File: src/rtl/crsc_pkg.sv
package crsc_pkg;

   localparam int WORD_W         = 64;
   localparam int INDEX_W        = 5;
   localparam int OPCODE_W       = 2;
   localparam int POS_W          = 2;
   localparam int LANES          = 4;
   localparam int STEP_W         = 4;
   localparam int ROUND_COUNT    = 4;
   localparam int CONSTANT_DEPTH = 32;
   localparam int REQ_DATA_W     = 72;
   localparam int RSP_DATA_W     = 72;
   localparam int CSR_INDEX_W    = 3;

   localparam logic [OPCODE_W-1:0] OP_LOAD  = 2'd0;
   localparam logic [OPCODE_W-1:0] OP_START = 2'd1;
   localparam logic [OPCODE_W-1:0] OP_DATA  = 2'd2;

   localparam logic [CSR_INDEX_W-1:0] CSR_KEY_0   = 3'd0;
   localparam logic [CSR_INDEX_W-1:0] CSR_KEY_1   = 3'd1;
   localparam logic [CSR_INDEX_W-1:0] CSR_KEY_2   = 3'd2;
   localparam logic [CSR_INDEX_W-1:0] CSR_KEY_3   = 3'd3;
   localparam logic [CSR_INDEX_W-1:0] CSR_NONCE_0 = 3'd4;
   localparam logic [CSR_INDEX_W-1:0] CSR_NONCE_1 = 3'd5;
   localparam logic [CSR_INDEX_W-1:0] CSR_NONCE_2 = 3'd6;
   localparam logic [CSR_INDEX_W-1:0] CSR_NONCE_3 = 3'd7;

   // rotation amounts and table offsets share one list:
   // state words use entries 0..3, key words entries 4..7
   localparam int MIX_CONST [8] = '{3, 5, 7, 13, 17, 19, 23, 29};

   typedef enum logic [1:0] {
      ST_IDLE,
      ST_ROUND,
      ST_FINAL,
      ST_OUT
   } crsc_state_type;

   typedef struct packed {
      logic       mix_en;
      logic [2:0] sel;
   } crsc_mix_ctrl_type;

endpackage

File: src/rtl/crsc_const_ram.sv
module crsc_const_ram #(
   parameter int DEPTH = crsc_pkg::CONSTANT_DEPTH,
   parameter int AW    = $clog2(DEPTH)
) (
   input  logic                        clock,
   input  logic                        we,
   input  logic [AW-1:0]               waddr,
   input  logic [crsc_pkg::WORD_W-1:0] wdata,
   input  logic [AW-1:0]               raddr,
   output logic [crsc_pkg::WORD_W-1:0] rdata
);

   logic [crsc_pkg::WORD_W-1:0] const_mem_ff [DEPTH];
   logic [crsc_pkg::WORD_W-1:0] rdata_ff;

   always_ff @(posedge clock) begin
      if (we) begin
         const_mem_ff[waddr] <= wdata;
      end
      rdata_ff <= const_mem_ff[raddr];
   end

   assign rdata = rdata_ff;

endmodule

File: config.mk
export PLATFORM = sky130hd
export DESIGN_NAME = crsc_const_ram
export DESIGN_NICKNAME = d
export VERILOG_FILES = /design/src/rtl/crsc_pkg.sv /design/src/rtl/crsc_const_ram.sv
export SDC_FILE = /design/constraint.sdc
export NUM_CORES = 2
export LEC_CHECK = 0
export ABC_AREA = 1
export BUFFER_PORTS_ARGS = -buffer_cell sky130_fd_sc_hd__buf_2
export CAP_MARGIN = 30
export CORE_MARGIN = 10
export CORE_UTILIZATION = 44
export CTS_BUF_LIST = sky130_fd_sc_hd__clkbuf_8 sky130_fd_sc_hd__clkbuf_16
export DETAILED_ROUTE_END_ITERATION = 7
export HOLD_SLACK_MARGIN = 0.02
export PLACE_DENSITY = 0.58
export SKIP_CTS_REPAIR_TIMING = 1
export SYNTH_ARGS = -nofsm -noshare
export SYNTH_HDL_FRONTEND = slang
export SYNTH_SLANG_ARGS = --single-unit
File: constraint.sdc
create_clock -name clock -period 10.1 [get_ports clock]
set_input_delay 2.02 -clock clock [delete_from_list [all_inputs] [get_ports clock]]
set_output_delay 2.02 -clock clock [all_outputs]
set_load 0.005 [all_outputs]
### After elaboration in Yosys (flattened, before gate mapping)

Memory sizes are Yosys's and may differ from the RTL's. A register that Yosys moved wholly into a read port is not among the register bits.
Cells that the tools add are included.
W data, S select, Z words.

* output and inout port bits: 64
* register bits: 0
* memories kept: 1
* word-level logic and storage cells: 3
* RAM bits: 2048
* input bits: 76

Memories
* const_mem_ff: depth 32, width 64, read ports 1, clocked after memory_dff 1, wr ports 1, line crsc_const_ram.sv:13 `logic [crsc_pkg::WORD_W-1:0] const_mem_ff [DEPTH];`

* multiplexer cells: 2

Operator list (number)
* $mux W1: 2

### Depth between registers and ports, before layout

* depth in word-level cells: 2
* gate-level depth with buffers: 12
* mapped depth without buffers: 9

### Worst setup path before layout

OpenSTA, ideal clock, no wires.

* kind: input to register
* start: input port waddr[0]
* end: memory const_mem_ff[0][0] (netlist bit) (enable)
* data arrival time: 4.997 ns
* data required time: 9.614 ns
* library setup time: 0.486 ns
* path slack: 4.616 ns
* buffers on the path: 0
* stages on the path: 3
* cell sequence: inv_1 nand3_1 nor2_1

RTL lines
* start: declaration: line crsc_const_ram.sv:7 `input logic [AW-1:0] waddr,`
* end: declaration: line crsc_const_ram.sv:13

Straight into the memory's write port.

==> impl_results.md <==
- Outcome: completed
- Met1 WL: between 90 and 100 mm
- Syn. warnings: 0
- Vias in the first global route: 50.4k
- Congestion Overflow GR: 0
- Ports: 140
- Met2 wire len: approximately 110 mm
- Post-route minimum period: 4420 ps
- VDD IR-drop max: 0.194 mV
- Crit path max fanout: 216
- Register area share after synthesis: 75.6%
- Vias: approximately 53k
- FF+latch count, synth: 2112
- RePlAce Congestion: 0.745
- RSZ-0062 raised after global routing: false
- Slew headroom: 3.17%
- Worst-Margin Slew: between 1000 and 1500 ps
- Largest net degree at the start of global routing: between 200 and 250
- Full die area: roughly 210000 sq um
- Syn Area/Cell: about 12 sq um
- Crit Path Class: in2reg
- Row cnt: 159
- WL final: approximately 230 mm
- Register area: between 60000 and 70000 sq um
- CTS buffer count: 215
- Clock slew at reported path FFs: 60 ps
- Commonest cells in the netlist: 2376 x nand2_1, 2048 x edfxtp_1, 1800 x nand3_1
- Nets: 6863
- Filler cell count: 16.2k
- Multi-input logic area: about 18000 sq um
- Total core area: 188000 sq um
- CP required: roughly 11000 ps
- CTS tree: built
- Overall Global Routing Usage: 21.8%
- Maxcap violations: 0
- Largest area contributor in the netlist: edfxtp_1
- Fin. max-slew vios: 0
- Critical Path Slowest Stage Cell: buf_4
- DR vias/cell: 5.55
- Most used cell, CP: nand2_1
- Final clock skew: 41.0 ps
- Fmax: about 0.23 GHz
- Share of flip-flops with an asynchronous set or reset: 0%
- Static Leak: between 30 and 40 nW
- Number of enable flip-flop cells after synthesis: 2048
- Hpwl dp: 111 mm
- Final-report hold violation count: 0
- H-tree depth: 4
- Share of cells above drive strength 1: between 8 and 9%
- Design Power: 18.7 mW
- # clock sinks: around 2.1k
- Most common cell in the netlist: nand2_1
- Gate Count Post-Synth: 6768
- Antenna violations before repair: 20
- Share of the synthesized area in the top cell type: 74.1%
- Setup crit start kind: input port
- Drt wl/cell: 24.2 um
- Predominant post-synthesis flop cell: edfxtp_1
- Endpoints failing setup: 0
- CTS root buffer: clkbuf_16
- # DRC: 0
- 1st-pass router iterations: 5
- Mapped cell area: 83000 sq um
- Crit-path cells: buf_8, buf_12, buf_4, nand2_1, nand3_1, nand3_1, nand2_1, nand2_1, nand2_1, nand2_1, nand2_1
- First-pass GRT wire length: 340 mm
- Critical path arrival: between 5000 and 6000 ps
- Max layer used: met5
- Initial core utilization: 44.2%
- Synth Net Count: between 6k and 7k
- Synth cell types: 13
- Die X: 454 um
- Critical path capture point type: flip-flop
- Initial detailed-routing violation count: around 5.7k
- Crit-path max cell delay: 900 ps
- Hold Crit Class: reg2reg
- Total length of routed met3 wires: ~17 mm
- Setup TNS: 0 ps
- Die height: 454 um
- Post-route ant nets: 0
- Clock Latency Late Sink: 860 ps
- Part of the cycle the worst path needs: 43.7%
- Power Dens Cells: 200 nW/um^2
- CTS Buffer Depth: 3
- Ranking of synthesized cells by area: edfxtp_1 74%, nand3_1 11%, nand2_1 11%
- Area Growth Syn to Fin: 12.5%
- Port bufs: 139
state kept, by name, summed over array words and instances, names as in the netlist:
register	cells
const_mem_ff	2048
rdata	64
cell families after synthesis:
logic type             share of synthesized area, %
AND/OR/NAND/NOR                                21.7
flip-flops                                     75.6
buffers and inverters                          2.61
layer usage:
layer	global-route usage (%)	vias to the layer above
met5	0	-
met4	6.59	18
met3	3.42	371
met2	35.1	2036
met1	30.6	26100
li1	-	24100
power breakdown:
part	leakage (nW)	internal, mW	total [mW]	switching, mW
Combinational	10.6	0.265	1.05	0.783
Sequential	19.0	9.74	9.78	0.0425
Clock	3.69	4.51	7.85	3.34
Total	33.3	14.5	18.7	4.16
stage by stage:
stage	util, %	instances	cell area [sq um]	worst slack (ps)	hold slack, ps
global placement	45.7	9047	85800	4500	676
finish	49.7	9475	93300	5680	683
detailed placement	45.9	9062	86200	4940	690
floorplan	-	6768	83000	4620	640
CTS	49.7	9464	93200	5860	692
global route	49.7	9468	93300	5450	731
path summary, 6_finish.rpt:
check,from,to,slack [ps],cells past startpoint
min reg2reg,const_mem_ff[2][49],rdata[49],680,6
min,const_mem_ff[2][49],rdata[49],680,6
max,raddr[0],rdata[60],5680,11
max reg2reg,const_mem_ff[1][8],rdata[8],8730,6
cell type report:
cell class	count	share of cell area, %
Sequential cell	2112	67.3
Multi-Input combinational cell	4208	19.6
Clock buffer	242	6.20
Tap cell	2495	3.34
Timing Repair Buffer	240	2.13
Clock inverter	160	1.36
Inverter	10	0.0845
Antenna cell	8	0.0215
layout by cell type, fill, tap and decap left out, types with 8 or more instances in the layout:
cell type,count
buf_2,134
buf_12,15
dfxtp_1,64
bufinv_16,17
clkbuf_16,218
diode_2,8
nand3_1,1800
buf_16,15
clkinv_2,31
clkinv_1,38
clkbuf_8,25
nor2_4,32
inv_1,65
nand2_1,2376
buf_4,71
edfxtp_1,2048
critical path, delay by kind of cell:
kind	cells	cell delay, ps
and+or+nand+nor	8	790
buffers and inverters	3	1970
No activity file was read; power rests on OpenSTA's default activity.
