<file path="config.mk">
export PLATFORM = sky130hd
export DESIGN_NAME = crsc_mix_unit
export DESIGN_NICKNAME = d
export VERILOG_FILES = /design/src/rtl/crsc_pkg.sv /design/src/rtl/crsc_mix_unit.sv
export SDC_FILE = /design/constraint.sdc
export NUM_CORES = 1
export LEC_CHECK = 0
export ABC_AREA = 1
export BUFFER_PORTS_ARGS = -buffer_cell sky130_fd_sc_hd__buf_2
export CAP_MARGIN = 20
export CORE_AREA = 2 2 152 154
export DETAILED_ROUTE_END_ITERATION = 16
export DIE_AREA = 0 0 154 156
export PLACE_DENSITY = 0.67
export SLEW_MARGIN = 10
export SYNTH_ARGS = -nofsm -noshare
export SYNTH_HDL_FRONTEND = slang
export SYNTH_SLANG_ARGS = --single-unit
</file>
<file path="constraint.sdc">
create_clock -name vclk -period 1.7
set_clock_uncertainty 0.1 [all_clocks]
set_input_delay 0.17 -clock vclk [all_inputs]
set_output_delay 0.17 -clock vclk [all_outputs]
set_load 0.01 [all_outputs]
</file>
<file path="src/rtl/crsc_pkg.sv">
package crsc_pkg;

   localparam int WORD_W         = 64;
   localparam int INDEX_W        = 5;
   localparam int OPCODE_W       = 2;
   localparam int POS_W          = 2;
   localparam int LANES          = 4;
   localparam int STEP_W         = 4;
   localparam int ROUND_COUNT    = 4;
   localparam int CONSTANT_DEPTH = 32;
   localparam int REQ_DATA_W     = 72;
   localparam int RSP_DATA_W     = 72;
   localparam int CSR_INDEX_W    = 3;

   localparam logic [OPCODE_W-1:0] OP_LOAD  = 2'd0;
   localparam logic [OPCODE_W-1:0] OP_START = 2'd1;
   localparam logic [OPCODE_W-1:0] OP_DATA  = 2'd2;

   localparam logic [CSR_INDEX_W-1:0] CSR_KEY_0   = 3'd0;
   localparam logic [CSR_INDEX_W-1:0] CSR_KEY_1   = 3'd1;
   localparam logic [CSR_INDEX_W-1:0] CSR_KEY_2   = 3'd2;
   localparam logic [CSR_INDEX_W-1:0] CSR_KEY_3   = 3'd3;
   localparam logic [CSR_INDEX_W-1:0] CSR_NONCE_0 = 3'd4;
   localparam logic [CSR_INDEX_W-1:0] CSR_NONCE_1 = 3'd5;
   localparam logic [CSR_INDEX_W-1:0] CSR_NONCE_2 = 3'd6;
   localparam logic [CSR_INDEX_W-1:0] CSR_NONCE_3 = 3'd7;

   // rotation amounts and table offsets share one list:
   // state words use entries 0..3, key words entries 4..7
   localparam int MIX_CONST [8] = '{3, 5, 7, 13, 17, 19, 23, 29};

   typedef enum logic [1:0] {
      ST_IDLE,
      ST_ROUND,
      ST_FINAL,
      ST_OUT
   } crsc_state_type;

   typedef struct packed {
      logic       mix_en;
      logic [2:0] sel;
   } crsc_mix_ctrl_type;

endpackage

</file>
<file path="src/rtl/crsc_mix_unit.sv">
module crsc_mix_unit (
   input  logic [crsc_pkg::WORD_W-1:0]  target,
   input  logic [crsc_pkg::WORD_W-1:0]  op_a,
   input  logic [crsc_pkg::WORD_W-1:0]  op_b,
   input  logic [crsc_pkg::WORD_W-1:0]  op_c,
   input  logic [crsc_pkg::WORD_W-1:0]  addend,
   input  crsc_pkg::crsc_mix_ctrl_type  ctrl,
   output logic [crsc_pkg::WORD_W-1:0]  result
);

   function automatic logic [crsc_pkg::WORD_W-1:0] rotl(
      input logic [crsc_pkg::WORD_W-1:0] x,
      input int                          n
   );
      return (x << n) | (x >> (crsc_pkg::WORD_W - n));
   endfunction

   logic [crsc_pkg::WORD_W-1:0] choice;
   logic [crsc_pkg::WORD_W-1:0] rotated;

   assign choice = op_c ^ (op_a & (op_b ^ op_c));

   always_comb begin
      case (ctrl.sel)
         3'd0:    rotated = rotl(choice, crsc_pkg::MIX_CONST[0]);
         3'd1:    rotated = rotl(choice, crsc_pkg::MIX_CONST[1]);
         3'd2:    rotated = rotl(choice, crsc_pkg::MIX_CONST[2]);
         3'd3:    rotated = rotl(choice, crsc_pkg::MIX_CONST[3]);
         3'd4:    rotated = rotl(choice, crsc_pkg::MIX_CONST[4]);
         3'd5:    rotated = rotl(choice, crsc_pkg::MIX_CONST[5]);
         3'd6:    rotated = rotl(choice, crsc_pkg::MIX_CONST[6]);
         3'd7:    rotated = rotl(choice, crsc_pkg::MIX_CONST[7]);
         default: rotated = choice;
      endcase
   end

   assign result = target ^ (ctrl.mix_en ? rotated : addend);

endmodule

</file>
==> Word level (Yosys, flattened, before mapping) <==
Index checks and enable logic that the tools add are counted.
{ "classes": {"eq_ne": 7, "n_mux": 2, "bitwise_logic": 12, "reduce_logical": 1} }
{ "op_table": {"columns": ["op", "n"], "rows": [
  ["64-bit one-hot mux with 8 select lines", 1],
  ["64-bit XOR", 3],
  ["64-bit AND", 1],
  ["64-bit two-way mux", 1],
  ["64-bit by 13-bit bitwise OR with 64-bit output", 1],
  ["64-bit by 17-bit bitwise OR with 64-bit output", 1],
  ["64-bit by 19-bit bitwise OR with 64-bit output", 1],
  ["64-bit by 23-bit bitwise OR with 64-bit output", 1],
  ["64-bit by 29-bit bitwise OR with 64-bit output", 1],
  ["64-bit by 3-bit bitwise OR with 64-bit output", 1],
  ["64-bit by 5-bit bitwise OR with 64-bit output", 1],
  ["64-bit by 7-bit bitwise OR with 64-bit output", 1],
  ["3-bit equality test (second input constant)", 4],
  ["3-bit by 2-bit equality test with 1-bit output (second input constant)", 2],
  ["3-bit by 1-bit equality test with 1-bit output (second input constant)", 1],
  ["3-bit zero test", 1]
]} }
{ "totals": {"ff_bits": 0, "in_bits": 324, "out_inout_bits": 64, "elab_cells": 22} }

==> Logic depth before layout (Yosys ltp) <==
{ "logic_depth": {"depth_word": 7, "depth_mapped": 13, "ltp_nobuf": 11} }

==> Worst setup path after synthesis <==
OpenSTA, ideal clock, no wires.
{ "synth_path": {"kind": "input to output", "from": "input ctrl[1] (netlist name)", "to": "output result[35] (netlist name)", "arrival_ps": 1187, "required_ps": 1430, "path_slack_ps": 243, "path_stages": 12, "n_path_buf": 1, "cell_sequence": "inv_1 nand2_1 nor2_2 buf_2 nand2_1 nand2_1 nor2_1 nand2_1 nand2_1 nand2_1 nand2_1 nand2_1"} }
{ "synth_between": {"elab_chain_cells": 4, "word_cells_on_any_way": 11, "cone_classes": "7 x eq/ne; 2 x mux; 1 x bitwise; 1 x reduce/logical"} }
{ "synth_rtl": {"columns": ["item", "line", "text"], "rows": [
  ["from (decl)", "crsc_mix_unit.sv:7", "input crsc_pkg::crsc_mix_ctrl_type ctrl,"],
  ["3-bit equality test, or another cell as far along", "crsc_mix_unit.sv:24", "case (ctrl.sel)"],
  ["64-bit one-hot mux with 8 select lines (*)", "crsc_mix_unit.sv:24", null],
  ["64-bit two-way mux (*)", "crsc_mix_unit.sv:37", "assign result = target ^ (ctrl.mix_en ? rotated : addend);"],
  ["64-bit XOR (*)", "crsc_mix_unit.sv:37", null],
  ["to (decl)", "crsc_mix_unit.sv:8", "output logic [crsc_pkg::WORD_W-1:0] result"]
]} }
Every way passes the cells marked *; elsewhere a longest branch is shown, timed or not.

==> Final worst setup path <==
{ "layout_path": {"from": "input ctrl[1] (netlist name)", "to": "output result[40] (netlist name)"} }
Same word-level chain as after synthesis.

==> key figures <==
Synth
  – Post-Syn Nets: 2139
  – Most common cell in the netlist: nand2_1
  – Post-synth design cell area: 0.006995 mm²
  – Synthesis Warnings: 0
  – Mean Syn Cell Area: 3.854 µm²
  – Cells after Synth: 1815
  – Largest area contributor in the netlist: nand2_1
  – Synth cell count leaders: nand2_1 (1285), nor2_1 (256), inv_1 (132)
  – Top cell type's share of synthesized area: 68.95%
  – Largest cells by area after synthesis: nand2_1 (69%), nor2_1 (14%), inv_1 (7.1%)
  – Synth cell types: 10
  – Register area share after synthesis: 0%

Global routing
  – GR Layer Usage met3: 3.472%
  – Routing usage on met1: 32.43%
  – Grt total ovfl: 0
  – First-pass GRT wire length: 53530 µm
  – Met2 Usage GRT: 48.09%
  – Vias in the first global route: 11050
  – Largest net degree at the start of global routing: 51
  – GR peak layer: met2
  – GR Util All Layers: 26.88%
  – Initial antenna violation count: 0

Timing
  – Final hold violations: 0
  – F_max: 543.9 MHz
  – Period minus WS final: 1839 ps
  – Max Slew Vio Count: 0
  – Setup_tns: -4062 ps
  – # setup viols final: 64
  – Worst slew pin tran: 561.6 ps
  – Tcrit/Tclk final: 108.1%
  – Slew margin rel.: 62.47%
  – RSZ-0062 raised after global routing: true
  – Final WS setup: -138.5 ps

Critical path
  – Endpoint type of the worst setup path: output pin
  – Critical path type: input port to output pin
  – Startpoint class of the critical path: input port
  – Crit path required time: 1430 ps
  – Worst-path maximum fanout: 7
  – CP arrival: 1570 ps

Floorplan
  – Die area: 0.02402 mm²
  – Die height: 156 µm
  – Core Area: 0.02237 mm²
  – FP Rows: 55
  – Initial Utilization: 31.28%
  – DIE WIDTH: 154 µm
  – I/O pins: 388

Final layout
  – Final Net Count: 2572
  – CLK BUF: 0
  – Register area: 0 µm²
  – # fillers: 2317
  – Share of cells above drive strength 1: 27.96%
  – Synthesis-to-finish area growth: 62.48%
  – Post-Layout Cell Count: 2531
  – FF+latch count: 0
  – Ant. Diodes: 0

Detailed routing
  – Initial DRC Count: 1657
  – Antenna Violating Nets Remaining: 0
  – Vias/cell: 5.026
  – DR WL/cell: 14.40 µm
  – Vias post-DR: 12720
  – # DRC: 0
  – TritonRoute pass-1 iters: 7
  – Routed wire length: 36450 µm

Place
  – I/O Buffers: 388
  – Post-detail-place hpwl: 24850 µm
  – Gpl congestion: 0.9360
  – # placed instances: 2492

Flow run
  – Max cap viols: 0

Power and ir drop
  – Pwr Density: 288.6 mW/mm²
  – Worst vdd ir: 0.1347 mV
  – Overall power: 0.003280 W
  – Leak pwr: 7.733 nW

Hold path
  – Hold Crit Class: input port to output pin

Run status
  – Outcome: complete, but fails checks
  – Failing checks: negative setup slack

Clock network
  – Hold_buf cts: 0
[layout make-up]
cell class | instances | area [µm²] | area share (%)
multi-input combinational | 1613 | 6535 | 57.50
inverter | 133 | 534.3 | 4.701
timing repair buffer | 500 | 3940 | 34.67
tap | 285 | 356.6 | 3.137
[layout by cell type (no fill, tap or decap)]
cell,instances
nand2_2,97
buf_2,385
nand2_8,2
inv_1,128
nand2_1,1181
nor2_2,11
clkinv_8,2
buf_8,5
inv_4,1
buf_12,54
nand2_4,6
inv_8,1
buf_4,27
inv_2,1
nor2_4,7
nor2_1,245
clkbuf_16,12
nand3_1,64
buf_6,7
buf_16,10
[kinds of logic after synthesis]
family / after synthesis / share of synthesized area, %
buffers and inverters: 203 / 11.89
AND/OR/NAND/NOR: 1612 / 88.11
[routing by layer]
metal,vias up,part of all wire [%]
li1,6202,-
met1,5319,36
met2,943,47
met3,256,11
met4,0,5.8
met5,-,0
[timing repair]
item	CTS	global route
cloned	11	14
setup endpoints to repair	64	64
pin swaps	38	78
gates resized for setup	87	93
setup buffers	16	3
[power by group]
part           switching [W]  internal, W  leakage (nW)
sequential                 0            0             0
clock                      0            0             0
combinational        0.00192      0.00136          7.73
total                0.00192      0.00136          7.73
[final timing paths]
path / slack [ps] / from / endpoint / cells after the start
min: 560 / target[43] / result[43] / 4
max: -140 / ctrl[1] / result[40] / 15
[stage by stage]
step / utilization [%] / cell area, µm² / worst slack (ps) / hold slack [ps]
after floorplan: - / 6995 / 243.0 / 379.1
after global placement: 45.15 / 10100 / -158.3 / 557.6
after detailed placement: 45.15 / 10100 / -174.2 / 562.5
after CTS: 48.37 / 10820 / -87.99 / 563.3
after global routing: 50.82 / 11370 / -229.3 / 583.6
final: 50.82 / 11370 / -138.5 / 563.5
[worst max-delay path, cell delays in order]
cell       delay, ps
buf_12           120
nand2_4           90
nor2_4            50
buf_12           140
buf_12           130
clkbuf_16        150
nand2_1           60
nand2_1           50
nor2_1           130
nand2_1          100
nand2_2           80
nand2_1           50
nand2_1           50
nand2_1           40
buf_2            130
Power figures use the tool's default switching activity.
